--- src/sv/vtd_pkg.sv ---
`default_nettype none
// ----------------------------------------------------------------------------
// vtd_pkg
// Types shared by the trellis decoder controller, datapath and top level.
// ----------------------------------------------------------------------------
package vtd_pkg;

    typedef enum logic [1:0] {
        OP_BEGIN  = 2'd0,
        OP_EMIS   = 2'd1,
        OP_TRANS  = 2'd2,
        OP_FINISH = 2'd3
    } op_t;

    typedef enum logic [2:0] {
        ST_IDLE,
        ST_CLOSE_OPEN,
        ST_CLOSE_FIN,
        ST_OPEN,
        ST_LOAD,
        ST_EMIT,
        ST_FETCH
    } state_t;

    typedef struct packed {
        op_t         opcode;
        logic [3:0]  cand_index;
        logic [3:0]  prev_index;
        logic [4:0]  cand_count;
        logic [15:0] cost;
    } in_t;

    typedef struct packed {
        logic [5:0]  step_index;
        logic [3:0]  chosen_cand;
        logic [31:0] path_cost;
        logic        last;
    } out_t;

    // controller -> datapath
    typedef struct packed {
        logic accept;
        logic sweep;
        logic open_col;
        logic load_first;
        logic load_next;
        logic clear;
    } cmd_t;

    // datapath -> controller
    typedef struct packed {
        logic step_zero;
        logic step_full;
        logic sweep_last;
        logic path_last;
    } sts_t;

endpackage
`default_nettype wire

--- src/sv/vtd_ctrl.sv ---
`default_nettype none
// ----------------------------------------------------------------------------
// vtd_ctrl
// Sequencer: column close sweep, column open, path walk and beat handoff.
// ----------------------------------------------------------------------------
module vtd_ctrl (
    input  wire logic          clk,
    input  wire logic          rst_n,
    input  wire logic          item_valid,
    input  wire vtd_pkg::op_t  opcode,
    input  wire logic          res_stall,
    input  wire vtd_pkg::sts_t sts,
    output logic               item_stall,
    output logic               res_valid,
    output vtd_pkg::cmd_t      cmd
);

    vtd_pkg::state_t state_reg, state_next;
    logic            accept;

    assign accept = (state_reg == vtd_pkg::ST_IDLE) && item_valid;

    always_ff @(posedge clk or negedge rst_n)
    begin
        if (!rst_n)
        begin
            state_reg <= vtd_pkg::ST_IDLE;
        end
        else
        begin
            state_reg <= state_next;
        end
    end

    always_comb
    begin
        state_next = state_reg;
        case (state_reg)
            vtd_pkg::ST_IDLE:
            begin
                if (accept)
                begin
                    case (opcode)
                        vtd_pkg::OP_BEGIN:
                        begin
                            if (!sts.step_full)
                            begin
                                state_next = sts.step_zero ? vtd_pkg::ST_OPEN
                                                           : vtd_pkg::ST_CLOSE_OPEN;
                            end
                        end
                        vtd_pkg::OP_FINISH:
                        begin
                            if (!sts.step_zero)
                            begin
                                state_next = vtd_pkg::ST_CLOSE_FIN;
                            end
                        end
                        default:
                        begin
                            state_next = vtd_pkg::ST_IDLE;
                        end
                    endcase
                end
            end
            vtd_pkg::ST_CLOSE_OPEN:
            begin
                if (sts.sweep_last)
                begin
                    state_next = vtd_pkg::ST_OPEN;
                end
            end
            vtd_pkg::ST_CLOSE_FIN:
            begin
                if (sts.sweep_last)
                begin
                    state_next = vtd_pkg::ST_LOAD;
                end
            end
            vtd_pkg::ST_OPEN:
            begin
                state_next = vtd_pkg::ST_IDLE;
            end
            vtd_pkg::ST_LOAD:
            begin
                state_next = vtd_pkg::ST_EMIT;
            end
            vtd_pkg::ST_EMIT:
            begin
                if (!res_stall)
                begin
                    state_next = sts.path_last ? vtd_pkg::ST_IDLE : vtd_pkg::ST_FETCH;
                end
            end
            vtd_pkg::ST_FETCH:
            begin
                state_next = vtd_pkg::ST_EMIT;
            end
            default:
            begin
                state_next = vtd_pkg::ST_IDLE;
            end
        endcase
    end

    always_comb
    begin
        cmd            = '0;
        cmd.accept     = accept;
        cmd.sweep      = (state_reg == vtd_pkg::ST_CLOSE_OPEN) ||
                         (state_reg == vtd_pkg::ST_CLOSE_FIN);
        cmd.open_col   = (state_reg == vtd_pkg::ST_OPEN);
        cmd.load_first = (state_reg == vtd_pkg::ST_LOAD);
        cmd.load_next  = (state_reg == vtd_pkg::ST_FETCH);
        cmd.clear      = (state_reg == vtd_pkg::ST_EMIT) && !res_stall && sts.path_last;
        item_stall     = (state_reg != vtd_pkg::ST_IDLE);
        res_valid      = (state_reg == vtd_pkg::ST_EMIT);
    end

endmodule
`default_nettype wire

--- config.mk ---
export PLATFORM = sky130hd
export DESIGN_NAME = vtd_ctrl
export DESIGN_NICKNAME = d
export VERILOG_FILES = /design/src/sv/vtd_pkg.sv /design/src/sv/vtd_ctrl.sv
export SDC_FILE = /design/constraint.sdc
export NUM_CORES = 1
export LEC_CHECK = 0
export BUFFER_PORTS_ARGS = -buffer_cell sky130_fd_sc_hd__buf_2
export CAP_MARGIN = 20
export CORE_AREA = 2 2 39 41
export CTS_CLUSTER_DIAMETER = 100
export CTS_CLUSTER_SIZE = 8
export DETAILED_ROUTE_END_ITERATION = 16
export DIE_AREA = 0 0 41 43
export SETUP_SLACK_MARGIN = 0.5
export SYNTH_ARGS = -nofsm -noshare
export SYNTH_HDL_FRONTEND = slang
export SYNTH_SLANG_ARGS = --single-unit
--- constraint.sdc ---
create_clock -name clk -period 1.7 [get_ports clk]
set_input_delay 0.255 -clock clk [delete_from_list [all_inputs] [get_ports clk]]
set_output_delay 0.255 -clock clk [all_outputs]
set_load 0.1 [all_outputs]
# After elaboration in Yosys (flattened, before gate mapping)

Cells that the tools add are included.

Register bits after elaboration: 3
Bits of input ports: 10
Output and inout port bits: 8
Word-level logic and storage cells: 34

Equality and inequality tests: 13
Multiplexer cells: 10
Reductions and logical operators: 10

Operators by type and width:

| kind                                                             | number |
|---|---|
| 3-bit 2-to-1 mux                                                 | 7 |
| 3-bit one-hot mux with 5 select lines                            | 1 |
| 3-bit == test (second input constant)                            | 3 |
| 2-bit != test (second input constant)                            | 4 |
| 3-bit by 2-bit == test with 1-bit output (second input constant) | 2 |
| 3-bit != test (second input constant)                            | 2 |
| 3-bit one-hot mux with 2 select lines                            | 1 |
| 6-bit AND reduction                                              | 1 |
| 3-bit by 1-bit == test with 1-bit output (second input constant) | 1 |
| 1-bit logical AND                                                | 3 |
| 3-bit zero test                                                  | 1 |
| 3-bit nonzero test                                               | 1 |
| 2-bit == test (second input constant)                            | 1 |
| 2-bit zero test                                                  | 1 |
| 2-bit 2-to-1 mux                                                 | 1 |
| 2-bit OR reduction                                               | 1 |
| 1-bit zero test                                                  | 1 |
| 1-bit logical OR                                                 | 1 |

# Longest topological paths before layout

Gate-level depths: netlist of the first run.

Depth after elaboration: 5
Mapped depth: 5

# Least setup slack after synthesis of the first run

OpenSTA, ideal clock, no wires.

Path type: reg2out
Start point: register state_reg[1]
End point: output port cmd[2] (netlist bit)
Data arrival time: 2.763 ns
Data required time: 1.445 ns
Slack: -1.318 ns
Cell stages (with the launch flop): 3
Path buffers: 1
Cells stage by stage: dfrtp_1 buf_2 nor3b_1

RTL lines:

| element                  | line           | source |
|---|---|---|
| start: declaration       | vtd_ctrl.sv:18 | `vtd_pkg::state_t state_reg, state_next;` |
| start signal: assignment | vtd_ctrl.sv:27 | `state_reg <= vtd_pkg::ST_IDLE;` |
| start signal: assignment | vtd_ctrl.sv:31 | `state_reg <= state_next;` |
| end: declaration         | vtd_ctrl.sv:15 | `output vtd_pkg::cmd_t cmd` |

==> results.md, run 1 <==
* Status: finished, final reports clean
* Iter 0 DRT Violations at 10
* CTS tree: built
* Initial core utilization at 0.246
* Mapped Area at about 340 um^2
* Core Area at ~1400 um^2
* Nets@finish at 95
* Vias in the first global route at ~440
* Crit path arrival time at about 1.3 ns
* Worst clock skew at approximately 0.00037 ns
* Hpwl dp at 698 um
* Skew-Pair Late Insertion Delay at 0.23 ns
* YS warnings at 0
* Initial antenna violation count at 0
* Final TNS setup at 0 ns
* Total Wirelength at approximately 1.1 mm
* Max reg flops at 3
* First-pass GRT wire length at about 1.7 mm
* Layout overhead on the synthesized area at 136%
* Mean Syn Cell Area at roughly 7.6 um^2
* Fin Hold WS at 0.341 ns
* Req. time, crit path at 1.44 ns
* Vias per cell at between 4 and 5
* Overall Global Routing Usage at 0.142
* Routed Antenna Nets at 0
* Max_slew headroom at 0.866
* Worst slack, placed at 0.213 ns
* Max-slew violations at 0
* Proportion of netlist area held by the largest area contributor at 0.221
* GPL Wtd Cong at roughly 0.75
* Hold WC Path Type: in2async
* Clock sinks at 3
* FF+latch count, synth at 3
* Crit path time final at around 1.6 ns
* Largest net degree at the start of global routing at 13
* Worst slew pin tran at around 0.20 ns
* Fraction of registers with async set/reset at 1.00
* Rows at 14
* Post-synth top area cell: dfrtp_1
* Die Ht at roughly 43 um
* Max Root-Sink Buffers at 2
* Ys flop type: dfrtp_1
* Overflow after GRT at 0
* Syn_nets at 58
* DR vias at 450
* Ant diodes at 0
* Drt pass-1 iters at 4
* Critical path startpoint category: flip-flop
* Routed wire per std cell at 11.0 um
* Max cap viols at 0
* Count leader, synth: inv_1
* H-tree depth at 1
* Critical path fanouts, max at 3
* Tcrit/Tclk final at 0.936
* Final setup margin at approximately 0.11 ns
* Endpoints failing setup at 0
* Layout cells sized above 1 at 0.617
* # DRC at 0
* Port Buffers at 17
* Num CTS Buffers at 3
* WS Path Type: reg2out
* I/O pin count at 18
* Cell variety after synth at 24
* Top cells by count, synth: inv_1, a21oi_1
* Top cells by area, synth: dfrtp_1, ha_1, a21oi_1
* FMAX at about 630 MHz
* Post-synth EDFFs at 0
* CTS root buf: clkbuf_4
* Worst-path clk slew at about 0.040 ns
* Setup crit end kind: output port
* Sequential share of the synthesized area at 0.221
* Die ar. at 1760 um^2
* Syn Inst Count at 45
* Utilization after layout at 0.581
* Fin. Hold Viols at 0
* Die Wd at 41 um
* RSZ-0062 raised after global routing: yes
-- layout by cell type, fill, tap and decap left out, drive strengths merged --
master	count
nand2b	2
o21ai	1
nor3	2
a31oi	1
nor2	3
a21oi	5
or3	2
a32o	1
o22ai	1
and2	1
dfrtp	3
dlygate4sd3	1
nor2b	1
buf	35
or3b	1
ha	3
inv	6
a22o	1
and3	1
nand2	2
nor3b	2
o32a	1
a221o	1
clkbuf	4
-- timing repair --
item | 4_1_cts | 5_1_grt
hold buffers | 1 | 0
hold endpoints to repair | 3 | 0
setup endpoints to repair | 10 | 10
buffers inserted | 10 | 4
pin swaps | 5 | 1
cloned | 0 | 1
gates resized for setup | 18 | 3
-- worst paths after layout --
check	start	to	slack [ns]	cells after the start
max	state_reg[2]	cmd[5]	0.11	3
min	rst_n	state_reg[2]	0.34	2
max reg2reg	state_reg[0]	state_reg[1]	0.30	5
min reg2reg	state_reg[2]	state_reg[0]	0.77	2
max in group asynchronous	rst_n	state_reg[1]	1.25	2
min in group clk	sts[1]	state_reg[2]	0.34	2
-- metrics by stage --
| stage | cells | cell area, um^2 |
|---|---|---|
| after floorplan | 45 | 378 |
| after global placement | 77 | 558 |
| after detailed placement | 77 | 558 |
| after CTS | 92 | 757 |
| after global routing | 97 | 805 |
| final | 97 | 805 |
-- routing by layer --
layer / share of wire / global-route usage / up-vias
met3: 0.072 / 0.0209 / 2
li1: - / - / 231
met2: 0.55 / 0.228 / 16
met1: 0.36 / 0.160 / 201
met4: 0.0075 / 0.100 / 0
met5: 0 / 0 / -
-- area by class of cell --
| type | count | area [um^2] |
|---|---|---|
| multi-input cells | 32 | 289 |
| well taps | 16 | 20.0 |
| flip-flops and latches | 3 | 75.1 |
| inverters | 6 | 27.5 |
| clock buffers | 4 | 26.3 |
| repair buffers | 36 | 367 |
| fillers | 124 | 579 |
-- worst max-delay path, stage by stage (launching register included) --
cell and delay, ns:
dfrtp_1 0.40, or3_4 0.42, nor2_4 0.11, buf_12 0.18
-- cells by family (layout without fill, tap and decap cells) --
kind of cell             Yosys count  in the layout  share of synthesized area
buffers and inverters             10             46                      0.132
flip-flops                         3              3                      0.221
AO/OA/AOI/OAI                     12             12                      0.239
AND/OR/NAND/NOR                   17             17                      0.298
adder cells (fa/ha/maj)            3              3                      0.110
Power of run 1 is left out: the tool's default activity adds up to more than one toggle a clock period on the data nets, which glitch-free logic cannot reach.
==> run 2: changes to the inputs <==
==> constraint.sdc (replaced) <==
create_clock -name clk -period 1.9 [get_ports clk]
set_input_delay 0.285 -clock clk [delete_from_list [all_inputs] [get_ports clk]]
set_output_delay 0.285 -clock clk [all_outputs]
set_load 0.1 [all_outputs]
==> run 2 against run 1 <==
Clock skew barely moved; register-to-register slack improved by 0.16 ns; worst setup slack improved by 0.15 ns.
==> results.md, run 2 (same netlist as run 1, synthesis figures left out) <==
* CTS root buf: clkbuf_4 (unchanged)
* Max_slew headroom at 0.816 (was 0.866)
* Overall Global Routing Usage at 0.135 (was 0.142)
* Max Root-Sink Buffers at 2 (unchanged)
* Critical path fanouts, max at 4 (was 3)
* Layout cells sized above 1 at 0.620 (was 0.617)
* Num CTS Buffers at 3 (unchanged)
* Max-slew violations at 0 (unchanged)
* Die Ht at 43 um (unchanged)
* First-pass GRT wire length at 1.60 mm (was 1.70 mm)
* Status: finished, final reports clean (unchanged)
* Most common cell after layout, fill and taps aside: buf_2 (was buf_4)
* Rows at 14 (unchanged)
* Worst slack, placed at 0.264 ns (was 0.213 ns)
* Routed Antenna Nets at 0 (unchanged)
* # DRC at 0 (unchanged)
* H-tree depth at 1 (unchanged)
* Nets@finish at 93 (was 95)
* CP max stage delay at 0.43 ns (was 0.42 ns)
* Crit path max-delay family: simple AND/OR/NAND/NOR gates (unchanged)
* Worst-path clk slew at 0.04 ns (about the same)
* FMAX at 611 MHz
* Worst slew pin tran at 0.274 ns (was 0.201 ns)
* Layout overhead on the synthesized area at 132% (was 136%)
* GR Util met1 at 0.149 (was 0.160)
* R2r startpoint: state_reg[2] (was state_reg[0])
* WS Path Type: reg2out (unchanged)
* Worst Reg-to-Reg Cells at 6 (was 5)
* Routed wire per std cell at 13.2 um (was 11.0 um)
* Max reg flops at 3 (unchanged)
* Most frequent cells in the layout: buf_2, buf_4, buf_12, buf_6, inv_1 (was buf_4, buf_2, buf_12, inv_1, buf_6)
* Vias per cell at 4.95 (was 4.64)
* Initial antenna violation count at 0 (unchanged)
* Flop2flop setup slack at 0.46 ns (was 0.30 ns)
* RSZ-0062 raised after global routing: yes (unchanged)
* Port Buffers at 17 (unchanged)
* Overflow after GRT at 0 (unchanged)
* Core Area at 1380 um^2 (unchanged)
* CP Buf/Inv Count at 1 (unchanged)
* Crit path time final at approximately 1.6 ns
* Final TNS setup at 0 ns (unchanged)
* Setup crit end kind: output port (unchanged)
* Crit path arrival time at 1.35 ns (was 1.34 ns)
* Hpwl dp at 624 um (was 698 um)
* Req. time, crit path at 1.62 ns (was 1.44 ns)
* Tcrit/Tclk final at 0.861
* Initial core utilization at 0.246 (unchanged)
* Die ar. at 1760 um^2 (unchanged)
* DR vias at 470 (was 450)
* Critical-path top delay cell: dfrtp_1 (was or3_4)
* Drt pass-1 iters at 3 (was 4)
* Skew-Pair Late Insertion Delay at 0.23 ns (about the same)
* Final setup margin at 0.263 ns (was 0.109 ns)
* Critical path startpoint category: flip-flop (unchanged)
* GPL Wtd Cong at 0.737 (was 0.748)
* I/O pin count at 18 (unchanged)
* Clock sinks at 3 (unchanged)
* Die Wd at 41 um (unchanged)
* R2r endpoint: state_reg[1] (unchanged)
* Max cap viols at 0 (unchanged)
* GR Util met2 at 0.206 (was 0.228)
* Iter 0 DRT Violations at 2 (was 10)
* Worst clock skew at 0.000615 ns (was 0.000370 ns)
* Total Wirelength at 1.25 mm (was 1.07 mm)
* # fillers at 127 (was 124)
* Cell Chain, Critical Path: or3_4, nor2_4, buf_12 (unchanged)
* Hold WC Path Type: in2async (unchanged)
* Ant diodes at 0 (unchanged)
* CTS tree: built (unchanged)
* Fin. Hold Viols at 0 (unchanged)
* Busiest layer in global routing: met2 (unchanged)
* Vias in the first global route at 403 (was 442)
* Largest net degree at the start of global routing at 14 (was 13)
* Met3 Usage GRT at 0.0209 (unchanged)
* Endpoints failing setup at 0 (unchanged)
run 2: changes by cell type in the layout (fill, tap and decap cells not counted), sizes merged:
cell | before | now
buf | 35 | 33
run 2: layout make-up:
| class | instances | area, um^2 | share of cell area |
|---|---|---|---|
| Inverter | 6 | 25.0 | 0.0317 |
| Sequential cell | 3 | 76.3 | 0.0967 |
| Timing Repair Buffer | 34 | 347 | 0.439 |
| Tap cell | 16 | 20.0 | 0.0254 |
| Clock buffer | 4 | 26.3 | 0.0333 |
| Multi-Input combinational cell | 32 | 295 | 0.374 |
run 2: worst max path at each step:
stage                             from     end  cells after the start
after floorplan           state_reg[0]  cmd[0]                      4
after global placement    state_reg[0]  cmd[5]                      3
after detailed placement  state_reg[0]  cmd[5]                      3
final                     state_reg[2]  cmd[5]                      3
after global routing      state_reg[2]  cmd[0]                      4
after CTS                 state_reg[2]  cmd[0]                      4
run 2: worst reg2reg max path: stages (launching register included):
cell and delay, ns:
dfrtp_1 0.43, buf_6 0.16, buf_6 0.11, buf_4 0.12, a21oi_1 0.12, a31oi_1 0.06, o32a_1 0.33
run 2: through the flow:
stage	hold WS, ns	cells	instance area, um^2	util
floorplan	-0.0106	45	378	-
global placement	0.0852	76	505	0.365
CTS	0.351	86	676	0.488
global route	0.392	95	790	0.571
finish	0.370	95	790	0.571
detailed placement	0.0853	76	505	0.365
run 2: repair_timing:
| action | CTS | global route |
|---|---|---|
| setup buffers | 5 | 8 |
| hold buffers | 1 | 0 |
| pin swaps | 4 | 6 |
| hold endpoints to repair | 3 | 0 |
| gates resized for setup | 26 | 11 |
| endpoints found under the setup margin | 8 | 9 |
| gates cloned | 0 | 1 |
run 2: layer usage:
| layer | up-vias | wire (um) |
|---|---|---|
| li1 | 229 | - |
| met1 | 221 | 481 |
| met2 | 18 | 692 |
| met3 | 2 | 63 |
| met4 | 0 | 17 |
| met5 | - | 0 |
Power of run 2 is left out for the same reason.
==> run 3: changes to the inputs <==
--- a/config.mk
+++ b/config.mk
@@ -6,12 +6,13 @@
 export NUM_CORES = 1
 export LEC_CHECK = 0
 export BUFFER_PORTS_ARGS = -buffer_cell sky130_fd_sc_hd__buf_2
-export CAP_MARGIN = 20
 export CORE_AREA = 2 2 39 41
 export CTS_CLUSTER_DIAMETER = 100
 export CTS_CLUSTER_SIZE = 8
 export DETAILED_ROUTE_END_ITERATION = 16
 export DIE_AREA = 0 0 41 43
+export GPL_TIMING_DRIVEN = 0
+export PLACE_DENSITY = 0.48
 export SETUP_SLACK_MARGIN = 0.5
 export SYNTH_ARGS = -nofsm -noshare
 export SYNTH_HDL_FRONTEND = slang
==> run 3 against run 2 <==
Clock skew grew 0.0077 ns; critical endpoint unchanged; first-iteration DRC count grew to 4.5 times the previous value; clock-buffer cell count is the same; final area grew 2.9%; worst hold slack lost 0.018 ns; global-route usage grew 2.5 points.
==> results.md, run 3 (same netlist as run 1, synthesis figures left out) <==
* Setup crit end kind: output port (unchanged)
* Critical path startpoint category: flip-flop (unchanged)
* Worst-path clk slew at 0.04 ns (about the same)
* Layout cells sized above 1 at 0.631 (was 0.620)
* Multi-input gate area at 288 um^2 (was 295 um^2)
* Worst slew pin tran at 0.483 ns (was 0.274 ns)
* Fin Hold WS at 0.352 ns (was 0.370 ns)
* Most frequent cells in the layout: buf_4, buf_2, buf_6, buf_12, inv_1 (was buf_2, buf_4, buf_12, buf_6, inv_1)
* Fin. Hold Viols at 0 (unchanged)
* Seq. cell area at 75.1 um^2 (was 76.3 um^2)
* Placed Cells at 78 (was 76)
* # fillers at 118 (was 127)
* CTS tree: built (unchanged)
* Max cap viols at 0 (unchanged)
* DR vias at 457 (was 470)
* GPL Wtd Cong at 0.712 (was 0.737)
* Clock sinks at 3 (unchanged)
* Max Root-Sink Buffers at 2 (unchanged)
* Core Area at 1380 um^2 (unchanged)
* I/O pin count at 18 (unchanged)
* Crit path time final at 1.76 ns (was 1.64 ns)
* Max_slew headroom at 0.680 (was 0.816)
* Overflow after GRT at 0 (unchanged)
* Vias in the first global route at 442 (was 403)
* Nets@finish at 98 (was 93)
* Port Buffers at 17 (unchanged)
* Overall Global Routing Usage at 0.160 (was 0.135)
* RSZ-0062 raised after global routing: yes (unchanged)
* Critical path fanouts, max at 4 (unchanged)
* Req. time, crit path at 1.62 ns (about the same)
* Endpoints failing setup at 0 (unchanged)
* Hold WC Path Type: in2async (unchanged)
* Non-filler cells, final at 100 (was 95)
* Worst slack, placed at 0.00295 ns (was 0.264 ns)
* Initial core utilization at 0.246 (unchanged)
* Routed Antenna Nets at 0 (unchanged)
* Die Ht at 43 um (unchanged)
* Largest net degree at the start of global routing at 7 (was 14)
* Skew-Pair Late Insertion Delay at 0.25 ns (was 0.23 ns)
* Max reg flops at 3 (unchanged)
* Final TNS setup at 0 ns (unchanged)
* Iter 0 DRT Violations at 9 (was 2)
* Num CTS Buffers at 3 (unchanged)
* Tcrit/Tclk final at 0.929 (was 0.861)
* Layout overhead on the synthesized area at 139% (was 132%)
* Initial antenna violation count at 0 (unchanged)
* Die Wd at 41 um (unchanged)
* FMAX at 567 MHz (was 611 MHz)
* WS Path Type: reg2out (unchanged)
* Crit path arrival time at 1.48 ns (was 1.35 ns)
* Total Wirelength at 1.24 mm (was 1.25 mm)
* Drt pass-1 iters at 2 (was 3)
* Final setup margin at 0.135 ns (was 0.263 ns)
* # DRC at 0 (unchanged)
* Max-slew violations at 0 (unchanged)
* Vias per cell at 4.57 (was 4.95)
* Routed wire per std cell at 12.4 um (was 13.2 um)
* CTS root buf: clkbuf_4 (unchanged)
* First-pass GRT wire length at 1.84 mm (was 1.60 mm)
* Rows at 14 (unchanged)
* Hpwl dp at 629 um (was 624 um)
* Status: finished, final reports clean (unchanged)
* Die ar. at 1760 um^2 (unchanged)
* Worst clock skew at 0.00832 ns (was 0.000615 ns)
* H-tree depth at 1 (unchanged)
* Most common cell after layout, fill and taps aside: buf_4 (was buf_2)
* Ant diodes at 0 (unchanged)
-- run 3: path summary, 6_finish.rpt --
check,depth (start not counted),from,slack [ns],endpoint
min reg2reg,3,state_reg[0],0.72,state_reg[1]
min in group clk,2,sts[1],0.38,state_reg[2]
min,2,rst_n,0.35,state_reg[1]
max,5,state_reg[1],0.14,cmd[5]
max in group asynchronous,2,rst_n,1.44,state_reg[2]
max reg2reg,5,state_reg[1],0.61,state_reg[1]
-- run 3: per-stage QoR --
stage,cell area (um^2),util
6_report,812,0.587
5_1_grt,812,0.587
4_1_cts,709,0.513
3_5_place_dp,483,0.349
3_3_place_gp,483,0.349
2_1_floorplan,378,-
-- run 3: per-layer routing --
layer	GRT usage	vias up	wire length [um]
li1	-	232	-
met1	0.187	213	510
met2	0.241	10	663
met3	0.0314	2	38
met4	0.120	0	27
met5	0	-	0
-- run 3: repair_timing --
item | in CTS | in global routing
hold endpoints to repair | 3 | 0
hold buffers | 1 | 0
setup endpoints to repair | 8 | 8
pin swaps | 7 | 7
gates resized for setup | 29 | 14
setup buffers | 11 | 6
-- run 3: layout make-up --
class / count / share of cell area
sequential: 3 / 0.0924
inverter: 6 / 0.0339
clock buffer: 4 / 0.0324
buffer: 4 / 0.0508
tap: 16 / 0.0247
timing repair buffer: 35 / 0.411
multi-input combinational: 32 / 0.354
-- run 3: worst max-delay path, stage by stage (launching register included) --
cell and delay (ns):
dfrtp_1 0.38, buf_6 0.13, or3_4 0.36, nor2_2 0.08
buf_4 0.12, buf_12 0.16
Power of run 3 is left out for the same reason.
